==> config.mk <==
export PLATFORM = sky130hd
export DESIGN_NAME = longest_n_run_top_k_unit
export DESIGN_NICKNAME = d
export VERILOG_FILES = /design/src/sv/lnr_pkg.sv /design/src/sv/lnr_cell.sv /design/src/sv/longest_n_run_top_k_unit.sv
export SDC_FILE = /design/constraint.sdc
export NUM_CORES = 2
export LEC_CHECK = 0
export BUFFER_PORTS_ARGS = -buffer_cell sky130_fd_sc_hd__buf_2
export CAP_MARGIN = 10
export CORE_UTILIZATION = 58
export CTS_BUF_LIST = sky130_fd_sc_hd__clkbuf_4
export DETAILED_ROUTE_END_ITERATION = 10
export PLACE_DENSITY = 0.78
export SLEW_MARGIN = 20
export SYNTH_ARGS = -nofsm -noshare
export SYNTH_HDL_FRONTEND = slang
export SYNTH_SLANG_ARGS = --single-unit
==> constraint.sdc <==
create_clock -name clk -period 28 [get_ports clk]
set_clock_uncertainty 0.1 [all_clocks]
set_input_delay 2.8 -clock clk [delete_from_list [all_inputs] [get_ports clk]]
set_output_delay 2.8 -clock clk [all_outputs]
set_load 0.02 [all_outputs]
==> src/sv/lnr_pkg.sv <==
`timescale 1ns / 1ps

package lnr_pkg;

  localparam int SYM_BITS  = 8;
  localparam int OUT_BITS  = 32;
  localparam int NUM_BITS  = 5;

  localparam logic [SYM_BITS-1:0] SYM_N_UPPER = 8'h4E;  // 'N'
  localparam logic [SYM_BITS-1:0] SYM_N_LOWER = 8'h6E;  // 'n'

  localparam logic [NUM_BITS-1:0] NUM_TOP_RESET = 5'd1;

  // per-cycle command shared by every cell of the chain
  typedef struct packed {
    logic ins;    // insert the new run at its sorted place
    logic shift;  // move every entry one cell toward the head
    logic clear;  // drop all entries
  } cell_ctl_t;

endpackage

==> src/sv/lnr_cell.sv <==
`timescale 1ns / 1ps

module lnr_cell #(
  parameter int POS_BITS = 32
) (
  input  logic                clk,
  input  logic                rst,
  input  lnr_pkg::cell_ctl_t  ctl,
  // new run, same for all cells
  input  logic [POS_BITS-1:0] new_start,
  input  logic [POS_BITS-1:0] new_end,
  input  logic [POS_BITS-1:0] new_len,
  // neighbor toward the head
  input  logic                prev_keep,
  input  logic                prev_valid,
  input  logic [POS_BITS-1:0] prev_start,
  input  logic [POS_BITS-1:0] prev_end,
  input  logic [POS_BITS-1:0] prev_len,
  // neighbor toward the tail
  input  logic                next_valid,
  input  logic [POS_BITS-1:0] next_start,
  input  logic [POS_BITS-1:0] next_end,
  input  logic [POS_BITS-1:0] next_len,
  // own entry
  output logic                keep,
  output logic                valid,
  output logic [POS_BITS-1:0] start,
  output logic [POS_BITS-1:0] stop,
  output logic [POS_BITS-1:0] len
);

  // an entry at least as long as the new run stays put (ties keep arrival order)
  assign keep = valid && (len >= new_len);

  always_ff @(posedge clk) begin
    if (rst) begin
      valid <= 1'b0;
    end else if (ctl.clear) begin
      valid <= 1'b0;
    end else if (ctl.ins) begin
      if (!keep) begin
        valid <= prev_keep ? 1'b1 : prev_valid;
      end
    end else if (ctl.shift) begin
      valid <= next_valid;
    end
  end

  always_ff @(posedge clk) begin
    if (ctl.ins && !keep) begin
      if (prev_keep) begin
        start <= new_start;
        stop  <= new_end;
        len   <= new_len;
      end else begin
        start <= prev_start;
        stop  <= prev_end;
        len   <= prev_len;
      end
    end else if (ctl.shift) begin
      start <= next_start;
      stop  <= next_end;
      len   <= next_len;
    end
  end

endmodule

==> src/sv/longest_n_run_top_k_unit.sv <==
`timescale 1ns / 1ps

// Longest N-run finder. Characters arrive one per beat on the s_ side with
// tlast on the final character of a sequence; every maximal run of 'N'/'n'
// becomes a half-open interval [start, end), a run open at the end closing at
// the sequence length. Closed runs are sorted into a chain of TOP_K cells,
// longest first, equal lengths in order of appearance; a run no longer than
// every entry of a full chain is dropped. The chain inserts in the same
// cycle, so a sequence streams at one character per cycle. After the tlast
// beat the input stalls while the chain shifts its entries out through the
// head cell: min(num_top, TOP_K, runs found) result beats on the m_ side,
// last one flagged by m_tlast, each held while m_tready is low, then a closing
// step clears the chain; a sequence without runs gives no beats. num_top (cfg
// channel, always ready; reset value 1) is kept across sequences; the user must
// write it only while idle, not enforced by the block. Positions wrap modulo
// 2^POS_BITS; reported positions are cut or zero-extended to 32 bits.

module longest_n_run_top_k_unit #(
  parameter int TOP_K    = 16,
  parameter int POS_BITS = 32
) (
  input  logic        clk,
  input  logic        rst,
  // character stream
  input  logic        s_tvalid,
  output logic        s_tready,
  input  logic [7:0]  s_tdata,   // [7:0] symbol
  input  logic        s_tlast,   // last_symbol
  // run stream
  output logic        m_tvalid,
  input  logic        m_tready,
  output logic [63:0] m_tdata,   // [31:0] run_start, [63:32] run_end
  output logic        m_tlast,   // last_run
  // num_top register
  input  logic        cfg_valid,
  output logic        cfg_ready,
  input  logic [4:0]  cfg_data   // num_top
);

  localparam int RW = $clog2(TOP_K + 1);

  typedef enum logic [1:0] {
    ST_IDLE  = 2'b01,
    ST_DRAIN = 2'b10
  } state_t;

  state_t state;

  logic [lnr_pkg::NUM_BITS-1:0] num_top;
  logic [POS_BITS-1:0]          position;
  logic                         in_run;
  logic [POS_BITS-1:0]          open_run_start;
  logic [RW-1:0]                remaining;

  // ---------------------------------------------------------------- config
  assign cfg_ready = 1'b1;

  always_ff @(posedge clk) begin
    if (rst) begin
      num_top <= lnr_pkg::NUM_TOP_RESET;
    end else if (cfg_valid && cfg_ready) begin
      num_top <= cfg_data;
    end
  end

  // ---------------------------------------------------------------- scan
  logic                s_beat;
  logic                is_n;
  logic [POS_BITS-1:0] pos_inc;
  logic [POS_BITS-1:0] ins_start;
  logic [POS_BITS-1:0] ins_end;
  logic [POS_BITS-1:0] ins_len;
  logic [RW-1:0]       want;

  assign s_tready = (state == ST_IDLE);
  assign s_beat   = s_tvalid && s_tready;
  assign is_n     = (s_tdata == lnr_pkg::SYM_N_UPPER) ||
                    (s_tdata == lnr_pkg::SYM_N_LOWER);
  assign pos_inc  = position + POS_BITS'(1);

  // a run closes on a non-N after a run, or on an N that ends the sequence
  assign ins_start = in_run ? open_run_start : position;
  assign ins_end   = is_n ? pos_inc : position;
  assign ins_len   = ins_end - ins_start;

  // beats to report, saturated at the chain depth
  assign want = (int'(num_top) > TOP_K) ? RW'(TOP_K) : RW'(num_top);

  always_ff @(posedge clk) begin
    if (rst) begin
      position <= '0;
      in_run   <= 1'b0;
    end else if (s_beat) begin
      position <= s_tlast ? '0 : pos_inc;
      in_run   <= s_tlast ? 1'b0 : is_n;
    end
  end

  always_ff @(posedge clk) begin
    if (s_beat && is_n && !in_run) begin
      open_run_start <= position;
    end
  end

  // ---------------------------------------------------------------- chain
  // index 0 carries the new run; cell i sits at index i+1; the tail slot is empty
  logic [TOP_K+1:0]    c_valid;
  logic [TOP_K:0]      c_keep;
  logic [POS_BITS-1:0] c_start [TOP_K+2];
  logic [POS_BITS-1:0] c_end   [TOP_K+2];
  logic [POS_BITS-1:0] c_len   [TOP_K+2];

  lnr_pkg::cell_ctl_t ctl;

  assign c_keep[0]        = 1'b1;
  assign c_valid[0]       = 1'b1;
  assign c_start[0]       = ins_start;
  assign c_end[0]         = ins_end;
  assign c_len[0]         = ins_len;
  assign c_valid[TOP_K+1] = 1'b0;
  assign c_start[TOP_K+1] = '0;
  assign c_end[TOP_K+1]   = '0;
  assign c_len[TOP_K+1]   = '0;

  for (genvar i = 0; i < TOP_K; i++) begin : g_cell
    lnr_cell #(
      .POS_BITS (POS_BITS)
    ) u_cell (
      .clk        (clk),
      .rst        (rst),
      .ctl        (ctl),
      .new_start  (ins_start),
      .new_end    (ins_end),
      .new_len    (ins_len),
      .prev_keep  (c_keep[i]),
      .prev_valid (c_valid[i]),
      .prev_start (c_start[i]),
      .prev_end   (c_end[i]),
      .prev_len   (c_len[i]),
      .next_valid (c_valid[i+2]),
      .next_start (c_start[i+2]),
      .next_end   (c_end[i+2]),
      .next_len   (c_len[i+2]),
      .keep       (c_keep[i+1]),
      .valid      (c_valid[i+1]),
      .start      (c_start[i+1]),
      .stop       (c_end[i+1]),
      .len        (c_len[i+1])
    );
  end

  // ---------------------------------------------------------------- drain
  logic out_free;
  logic drain_done;
  logic pop;

  assign out_free   = !m_tvalid || m_tready;
  assign drain_done = (remaining == '0) || !c_valid[1];
  assign pop        = (state == ST_DRAIN) && !drain_done && out_free;

  always_comb begin
    ctl.ins   = s_beat && ((!is_n && in_run) || (is_n && s_tlast));
    ctl.shift = pop;
    ctl.clear = (state == ST_DRAIN) && drain_done;
  end

  always_ff @(posedge clk) begin
    if (rst) begin
      state     <= ST_IDLE;
      remaining <= '0;
    end else begin
      unique case (state)
        ST_IDLE: begin
          if (s_beat && s_tlast) begin
            state     <= ST_DRAIN;
            remaining <= want;
          end
        end
        ST_DRAIN: begin
          if (drain_done) begin
            state <= ST_IDLE;
          end else if (pop) begin
            remaining <= remaining - RW'(1);
          end
        end
        default: begin
          state <= ST_IDLE;
        end
      endcase
    end
  end

  // output register
  always_ff @(posedge clk) begin
    if (rst) begin
      m_tvalid <= 1'b0;
    end else if (pop) begin
      m_tvalid <= 1'b1;
    end else if (m_tready) begin
      m_tvalid <= 1'b0;
    end
  end

  always_ff @(posedge clk) begin
    if (pop) begin
      m_tdata[31:0]  <= lnr_pkg::OUT_BITS'(c_start[1]);
      m_tdata[63:32] <= lnr_pkg::OUT_BITS'(c_end[1]);
      m_tlast        <= (remaining == RW'(1)) || !c_valid[2];
    end
  end

endmodule

# After elaboration in Yosys (flattened, before gate mapping)
# Index checks and enable logic that the tools add are counted.
dict set report totals {
  word_cells 442
  output_inout_bits 68
  register_bits 1695
  input_bits 19
}
dict set report classes {
  n_lt_le_gt_ge 17
  reduce_logical 108
  n_addsub 3
  n_eq_ne 25
  muxes 216
}
# op n
set op_table {}
lappend op_table {{32-bit two-way mux} 142}
lappend op_table {{32-bit greater-or-equal comparator} 16}
lappend op_table {{1-bit two-way mux} 66}
lappend op_table {{1-bit logical AND} 42}
lappend op_table {{2-bit inequality test, second input constant} 19}
lappend op_table {{2-bit nonzero test} 19}
lappend op_table {{2-bit AND reduction} 17}
lappend op_table {{32-bit by 1-bit adder with 32-bit output, second input constant} 1}
lappend op_table {{32-bit subtractor} 1}
lappend op_table {{1-bit logical NOT} 22}
lappend op_table {{5-bit two-way mux} 4}
lappend op_table {{8-bit by 7-bit equality test with 1-bit output, second input constant} 2}
lappend op_table {{5-bit one-hot mux with 2 select lines} 1}
lappend op_table {{5-bit by 1-bit equality test with 1-bit output, second input constant} 1}
lappend op_table {{5-bit > comparator, second input constant} 1}
lappend op_table {{5-bit logical NOT} 1}
lappend op_table {{1-bit logical OR} 5}
lappend op_table {{5-bit by 1-bit subtractor with 5-bit output, second input constant} 1}
lappend op_table {{2-bit two-way mux} 2}
lappend op_table {{2-bit one-hot mux with 2 select lines} 1}
lappend op_table {{4-bit AND reduction} 1}
lappend op_table {{2-bit by 1-bit equality test with 1-bit output, second input constant} 1}
lappend op_table {{2-bit equality test, second input constant} 1}
lappend op_table {{2-bit by 1-bit inequality test with 1-bit output, second input constant} 1}
lappend op_table {{2-bit OR reduction} 1}

# Logic depth before layout (Yosys ltp)
dict set report depth {
  depth_word 9
  mapped_depth 37
  ltp_nobuf 32
}

# Cells and area by module
# From an unflattened synthesis, not the netlist that was laid out.
dict set report hier_totals {
  cells_unflattened 7808
  hier_area_um2 105882.8
}
# module instances area_each_um2 cells_per_inst seq_area_each_um2
set by_module_without_submodules {}
lappend by_module_without_submodules {{lnr_cell (g_cell[0].u_cell ...)} 12 6045.8 430 2902.8}
lappend by_module_without_submodules {{lnr_cell (g_cell[6].u_cell ...)} 4 6102.1 433 2902.8}
lappend by_module_without_submodules {longest_n_run_top_k_unit 1 8924.8 916 3833.7}

# Worst setup path before layout
# Ideal clock, no wire load.
dict set report synth_timing {
  path_type {input port to flip-flop}
  start {input s_tdata[0]}
  end {register g_cell[5].u_cell.valid}
  t_arrival_ps 17237
  path_buffers 5
  t_required_ps 27810
  path_stages 33
  slack_ps 10573
  setup_time_ps 90
  cell_sequence {or4b_4 nor2_2 buf_2 buf_1 nand2_1 nand2_1 clkbuf_1 ha_1 nor2b_1 o21ai_0 a31oi_1 a31oi_1 o31a_1 o31a_1 a2111oi_0 o21ai_0 a21o_1 o21bai_1 a21oi_1 xnor2_1 clkbuf_1 inv_1 ha_1 a21oi_1 o21ai_0 a21o_1 a21o_1 a211oi_1 o21a_1 a21boi_1 clkbuf_1 o21ai_0 o221a_2}
}
dict set report synth_via {
  elab_chain_cells 9
  word_cells_on_any_way 20
  classes_between {1 x add/sub; 2 x order compare; 3 x eq/ne; 4 x mux; 10 x reduce/logical}
}
# item line
set synth_rtl {}
lappend synth_rtl {{from (decl)} longest_n_run_top_k_unit.sv:27} ;# input logic [7:0] s_tdata,
lappend synth_rtl {{8-bit by 7-bit equality test with 1-bit output, on equally long branches} {longest_n_run_top_k_unit.sv:77, longest_n_run_top_k_unit.sv:78}}
lappend synth_rtl {{1-bit logical OR (*)} longest_n_run_top_k_unit.sv:77} ;# assign is_n = (s_tdata == lnr_pkg::SYM_N_UPPER) ||
lappend synth_rtl {{32-bit two-way mux} longest_n_run_top_k_unit.sv:83} ;# assign ins_end = is_n ? pos_inc : position;
lappend synth_rtl {{32-bit subtractor} longest_n_run_top_k_unit.sv:84} ;# assign ins_len = ins_end - ins_start;
lappend synth_rtl {{32-bit greater-or-equal comparator} lnr_cell.sv:33} ;# assign keep = valid && (len >= new_len);
lappend synth_rtl {{1-bit logical AND} lnr_cell.sv:33}
lappend synth_rtl {{1-bit two-way mux} lnr_cell.sv:42} ;# valid <= prev_keep ? 1'b1 : prev_valid;
lappend synth_rtl {{1-bit two-way mux} lnr_cell.sv:41} ;# if (!keep) begin
lappend synth_rtl {{1-bit two-way mux} lnr_cell.sv:40} ;# end else if (ctl.ins) begin
lappend synth_rtl {{to (signal assigned)} lnr_cell.sv:42}
lappend synth_rtl {{to (signal assigned)} lnr_cell.sv:45} ;# valid <= next_valid;
lappend synth_rtl {{to (decl)} lnr_cell.sv:26} ;# output logic valid,
# Every way passes the cells marked *; elsewhere a longest branch is shown, timed or not. The select of a mux whose other input is x is not followed.
# A chain may end at the register's enable or synchronous reset.

# Worst setup path in the final report
dict set report layout_timing {
  start {input s_tdata[0]}
  end {register g_cell[4].u_cell.start[29], data pin}
}
dict set report layout_via {
  elab_chain_cells 9
  word_cells_on_any_way 18
  classes_between {1 x add/sub; 2 x order compare; 2 x eq/ne; 3 x mux; 10 x reduce/logical}
}
# item line
set layout_rtl {}
lappend layout_rtl {{8-bit by 7-bit equality test with 1-bit output, on equally long branches} {longest_n_run_top_k_unit.sv:77, longest_n_run_top_k_unit.sv:78}}
lappend layout_rtl {{1-bit logical OR (*)} longest_n_run_top_k_unit.sv:77}
lappend layout_rtl {{32-bit two-way mux} longest_n_run_top_k_unit.sv:83}
lappend layout_rtl {{32-bit subtractor} longest_n_run_top_k_unit.sv:84}
lappend layout_rtl {{32-bit greater-or-equal comparator} lnr_cell.sv:33}
lappend layout_rtl {{1-bit logical AND} lnr_cell.sv:33}
lappend layout_rtl {{1-bit logical NOT} n/a}
lappend layout_rtl {{1-bit logical AND} lnr_cell.sv:50} ;# if (ctl.ins && !keep) begin
lappend layout_rtl {{32-bit two-way mux (*)} lnr_cell.sv:50}
lappend layout_rtl {{to (signal assigned)} lnr_cell.sv:52} ;# start <= new_start;
lappend layout_rtl {{to (signal assigned)} lnr_cell.sv:56} ;# start <= prev_start;
lappend layout_rtl {{to (signal assigned)} lnr_cell.sv:61} ;# start <= next_start;
lappend layout_rtl {{to (decl)} lnr_cell.sv:27} ;# output logic [POS_BITS-1:0] start,
# Every way passes the cells marked *; elsewhere a longest branch is shown, timed or not.

==> out/qor.yml <==
arrival_ns: 15.06
maxCapViolCount: 0
finalPower_uw: 5260
first_pass_iters: 7
numCtsBuffers: 456
htree_num_levels: 5
fin_setup_tns_ns: 0
die_area_um2: 171000
finalCritPeriodShare: 0.501
clk_path_buf_depth: 4
yosysSeqAreaShare: 0.512
core_um2: 168000
dp_hpwl_um: 189000
grt_first_pass_wirelength_um: 449000
holdPathStages: 0
num-fill-cells: 13000
fmax_mhz: 71.3
met1_usage: 0.455
die_h_um: 413
crit_fanout: 58
vias_per_cell: 6.65
synth_edf_count: 1633
wirelength_um: 298000
vdd_drop_max_uv: 48.5
worst_path_most_repeated_cell: "buf_4"
hold_viol: 0
clk_latency_ns: 1.44
worst_pin_slew_ns: 1.22
synth_ff_type: "edfxtp_1"
synth.avg_cell_area_um2: 11.3
grt_pass1_vias: 74600
synth.cell_area_um2: 98200
holdCritPathClass: "register to register"
holdBufCountCts: 0
drt-initial-drc-count: 9197
critPathMaxStageDelay_ns: 0.91
drc_errors: 0
ys_top_cells_by_area: "edfxtp_1, mux2i_1, ha_1"
p_per_area_nw_per_um2: 49.7
overflow: 0
drtAntennaViolNets: 0
finalCriticalPeriod_ns: 14.04
grt_use_met3: 0.0684
r2r.worst_path.cells: 33
synth_top_area_cell: "edfxtp_1"
critical_path_required_ns: 29.02
start_kind: "primary input"
cts_resized: 0
clk_pin_slew_ns: 0.06
grt_max_degree: 178
synth_cells: 8693
cts_root_buf: "clkbuf_4"
outcome: "finished clean"
ys_seq_elements: 1695
clock-sinks: 1695
place_congestion: 0.997
synth_cell_type_count: 98
synth_warnings: 0
grt_busiest_layer: "met2"
portBuffers: 84
p_leak_uw: 0.0423
end_kind: "register"
rows: 150
drive_above_1_share: 0.160
synth_top_area_frac: 0.499
nNetsFinal: 9282
setup_viol: 0
vias: 75000
grt_usage: 0.345
initial_core_util: 0.586
drv_slew: 0
rsz0062_at_grt: "no"
ioPinCount: 87
crit_type: "primary input to register"
fp.dieW_um: 413
cp_slowest_cell: "nor4b_2"
cts_setup_buffers: 0
antenna_found_initial: 12
slew-limit-headroom: 0.190
wl_per_cell_um: 26.4
syn_nets: 9220
cts_tree: "built"
grt_use_met2: 0.535
areaGrowthSynthToFinish_pct: 7.78
async_reset_ff_frac: 0
## cell usage after synthesis, types with 35 or more instances
cell	number
dfxtp_1	62
mux2_1	133
o21ai_1	148
ha_1	507
a21oi_1	349
mux2i_1	1096
buf_2	182
nand3_1	138
clkbuf_1	401
o21ai_0	1237
nor2_1	370
xnor2_1	63
mux2_2	381
edfxtp_1	1633
a211oi_1	58
a21o_1	131
inv_1	177
and3_1	35
a31oi_1	36
nand2b_1	40
buf_4	51
nor2b_1	35
o221ai_1	77
nand2_1	906
## layout by cell type (no fill, tap or decap), drive strengths merged, types with 36 or more instances in the layout
| master | netlist | layout |
|---|---|---|
| o221ai | 77 | 77 |
| mux2i | 1097 | 1097 |
| nor2 | 373 | 373 |
| buf | 269 | 274 |
| nand2 | 907 | 907 |
| ha | 507 | 507 |
| xnor2 | 63 | 63 |
| dfxtp | 62 | 62 |
| nand3 | 139 | 139 |
| a31oi | 36 | 36 |
| o21ai | 1387 | 1387 |
| nand2b | 40 | 40 |
| edfxtp | 1633 | 1633 |
| a211oi | 59 | 59 |
| a21oi | 349 | 349 |
| inv | 177 | 184 |
| clkinv | 0 | 80 |
| a21o | 131 | 131 |
| clkbuf | 401 | 666 |
| mux2 | 532 | 532 |
## state kept, by name, indices dropped and copies added (netlist names)
| signal | count |
|---|---|
| g_cell.u_cell.len | 512 |
| g_cell.u_cell.valid | 16 |
| num_top | 5 |
| g_cell.u_cell.start | 512 |
| remaining | 5 |
| g_cell.u_cell.stop | 512 |
| open_run_start | 32 |
| m_tlast | 1 |
| state | 2 |
| in_run | 1 |
| position | 32 |
| m_tvalid | 1 |
| m_tdata | 64 |
## power breakdown
part	internal [µW]	total [µW]	switching [µW]
logic	108	319	211
registers	2740	2740	3.04
clock network	1110	2190	1080
## critical path: cells and delay by family
| family | cells | cell delay (ns) |
|---|---|---|
| XOR/XNOR | 1 | 0.14 |
| AO/OA/AOI/OAI | 16 | 4.91 |
| adder cells (fa/ha/maj) | 2 | 0.87 |
| AND/OR/NAND/NOR | 8 | 3.51 |
| multiplexers | 1 | 0.29 |
| buffers and inverters | 7 | 2.30 |
## worst paths after layout
kind	to	startpoint	slack, ns
setup / recovery	g_cell[4].u_cell.start[29]$_DFFE_PP_	s_tdata[0]	13.97
hold / removal	m_tdata[2]$_DFFE_PP_	g_cell[0].u_cell.start[2]$_DFFE_PP_	0.32
setup reg to reg	g_cell[4].u_cell.start[29]$_DFFE_PP_	position[1]$_SDFFE_PP0P_	16.13
hold reg to reg	m_tdata[2]$_DFFE_PP_	g_cell[0].u_cell.start[2]$_DFFE_PP_	0.32
## area by class of cell
type	instances	area, µm²	area share
antenna	9	22.5	0.000213
clock buffer	666	5000	0.0472
clock inverter	92	468	0.00442
inverter	177	667	0.00630
multi-input combinational	6151	44600	0.422
sequential	1695	50300	0.475
tap	2204	2760	0.0261
timing repair buffer	274	1990	0.0188
## cells by family after synthesis
logic type / count (synthesis) / synth area share
compound gates: 2223 / 0.128
xor+xnor: 89 / 0.00837
fa+ha+maj: 517 / 0.0657
buf+inv: 847 / 0.0375
flops: 1695 / 0.512
mux: 1629 / 0.174
other cells: 1 / 0.0000382
simple gates: 1692 / 0.0746
## metrics by stage
step | setup WS [ns] | utilization | hold WS (ns) | instances | cell area (µm²)
finish | 13.97 | 0.631 | 0.324 | 11300 | 106000
global route | 13.71 | 0.631 | 0.335 | 11300 | 106000
global placement | 13.09 | 0.598 | 0.338 | 10500 | 100000
CTS | 14.46 | 0.631 | 0.309 | 11300 | 106000
detailed placement | 12.89 | 0.598 | 0.336 | 10500 | 100000
floorplan | 10.57 | - | 0.303 | 8693 | 98200
## routing by layer
layer	share of wire	wire, µm
met1	0.39	116000
met2	0.45	135000
met3	0.10	31000
met4	0.055	16500
met5	0.00022	65
No activity file was read; power rests on OpenSTA's default activity.
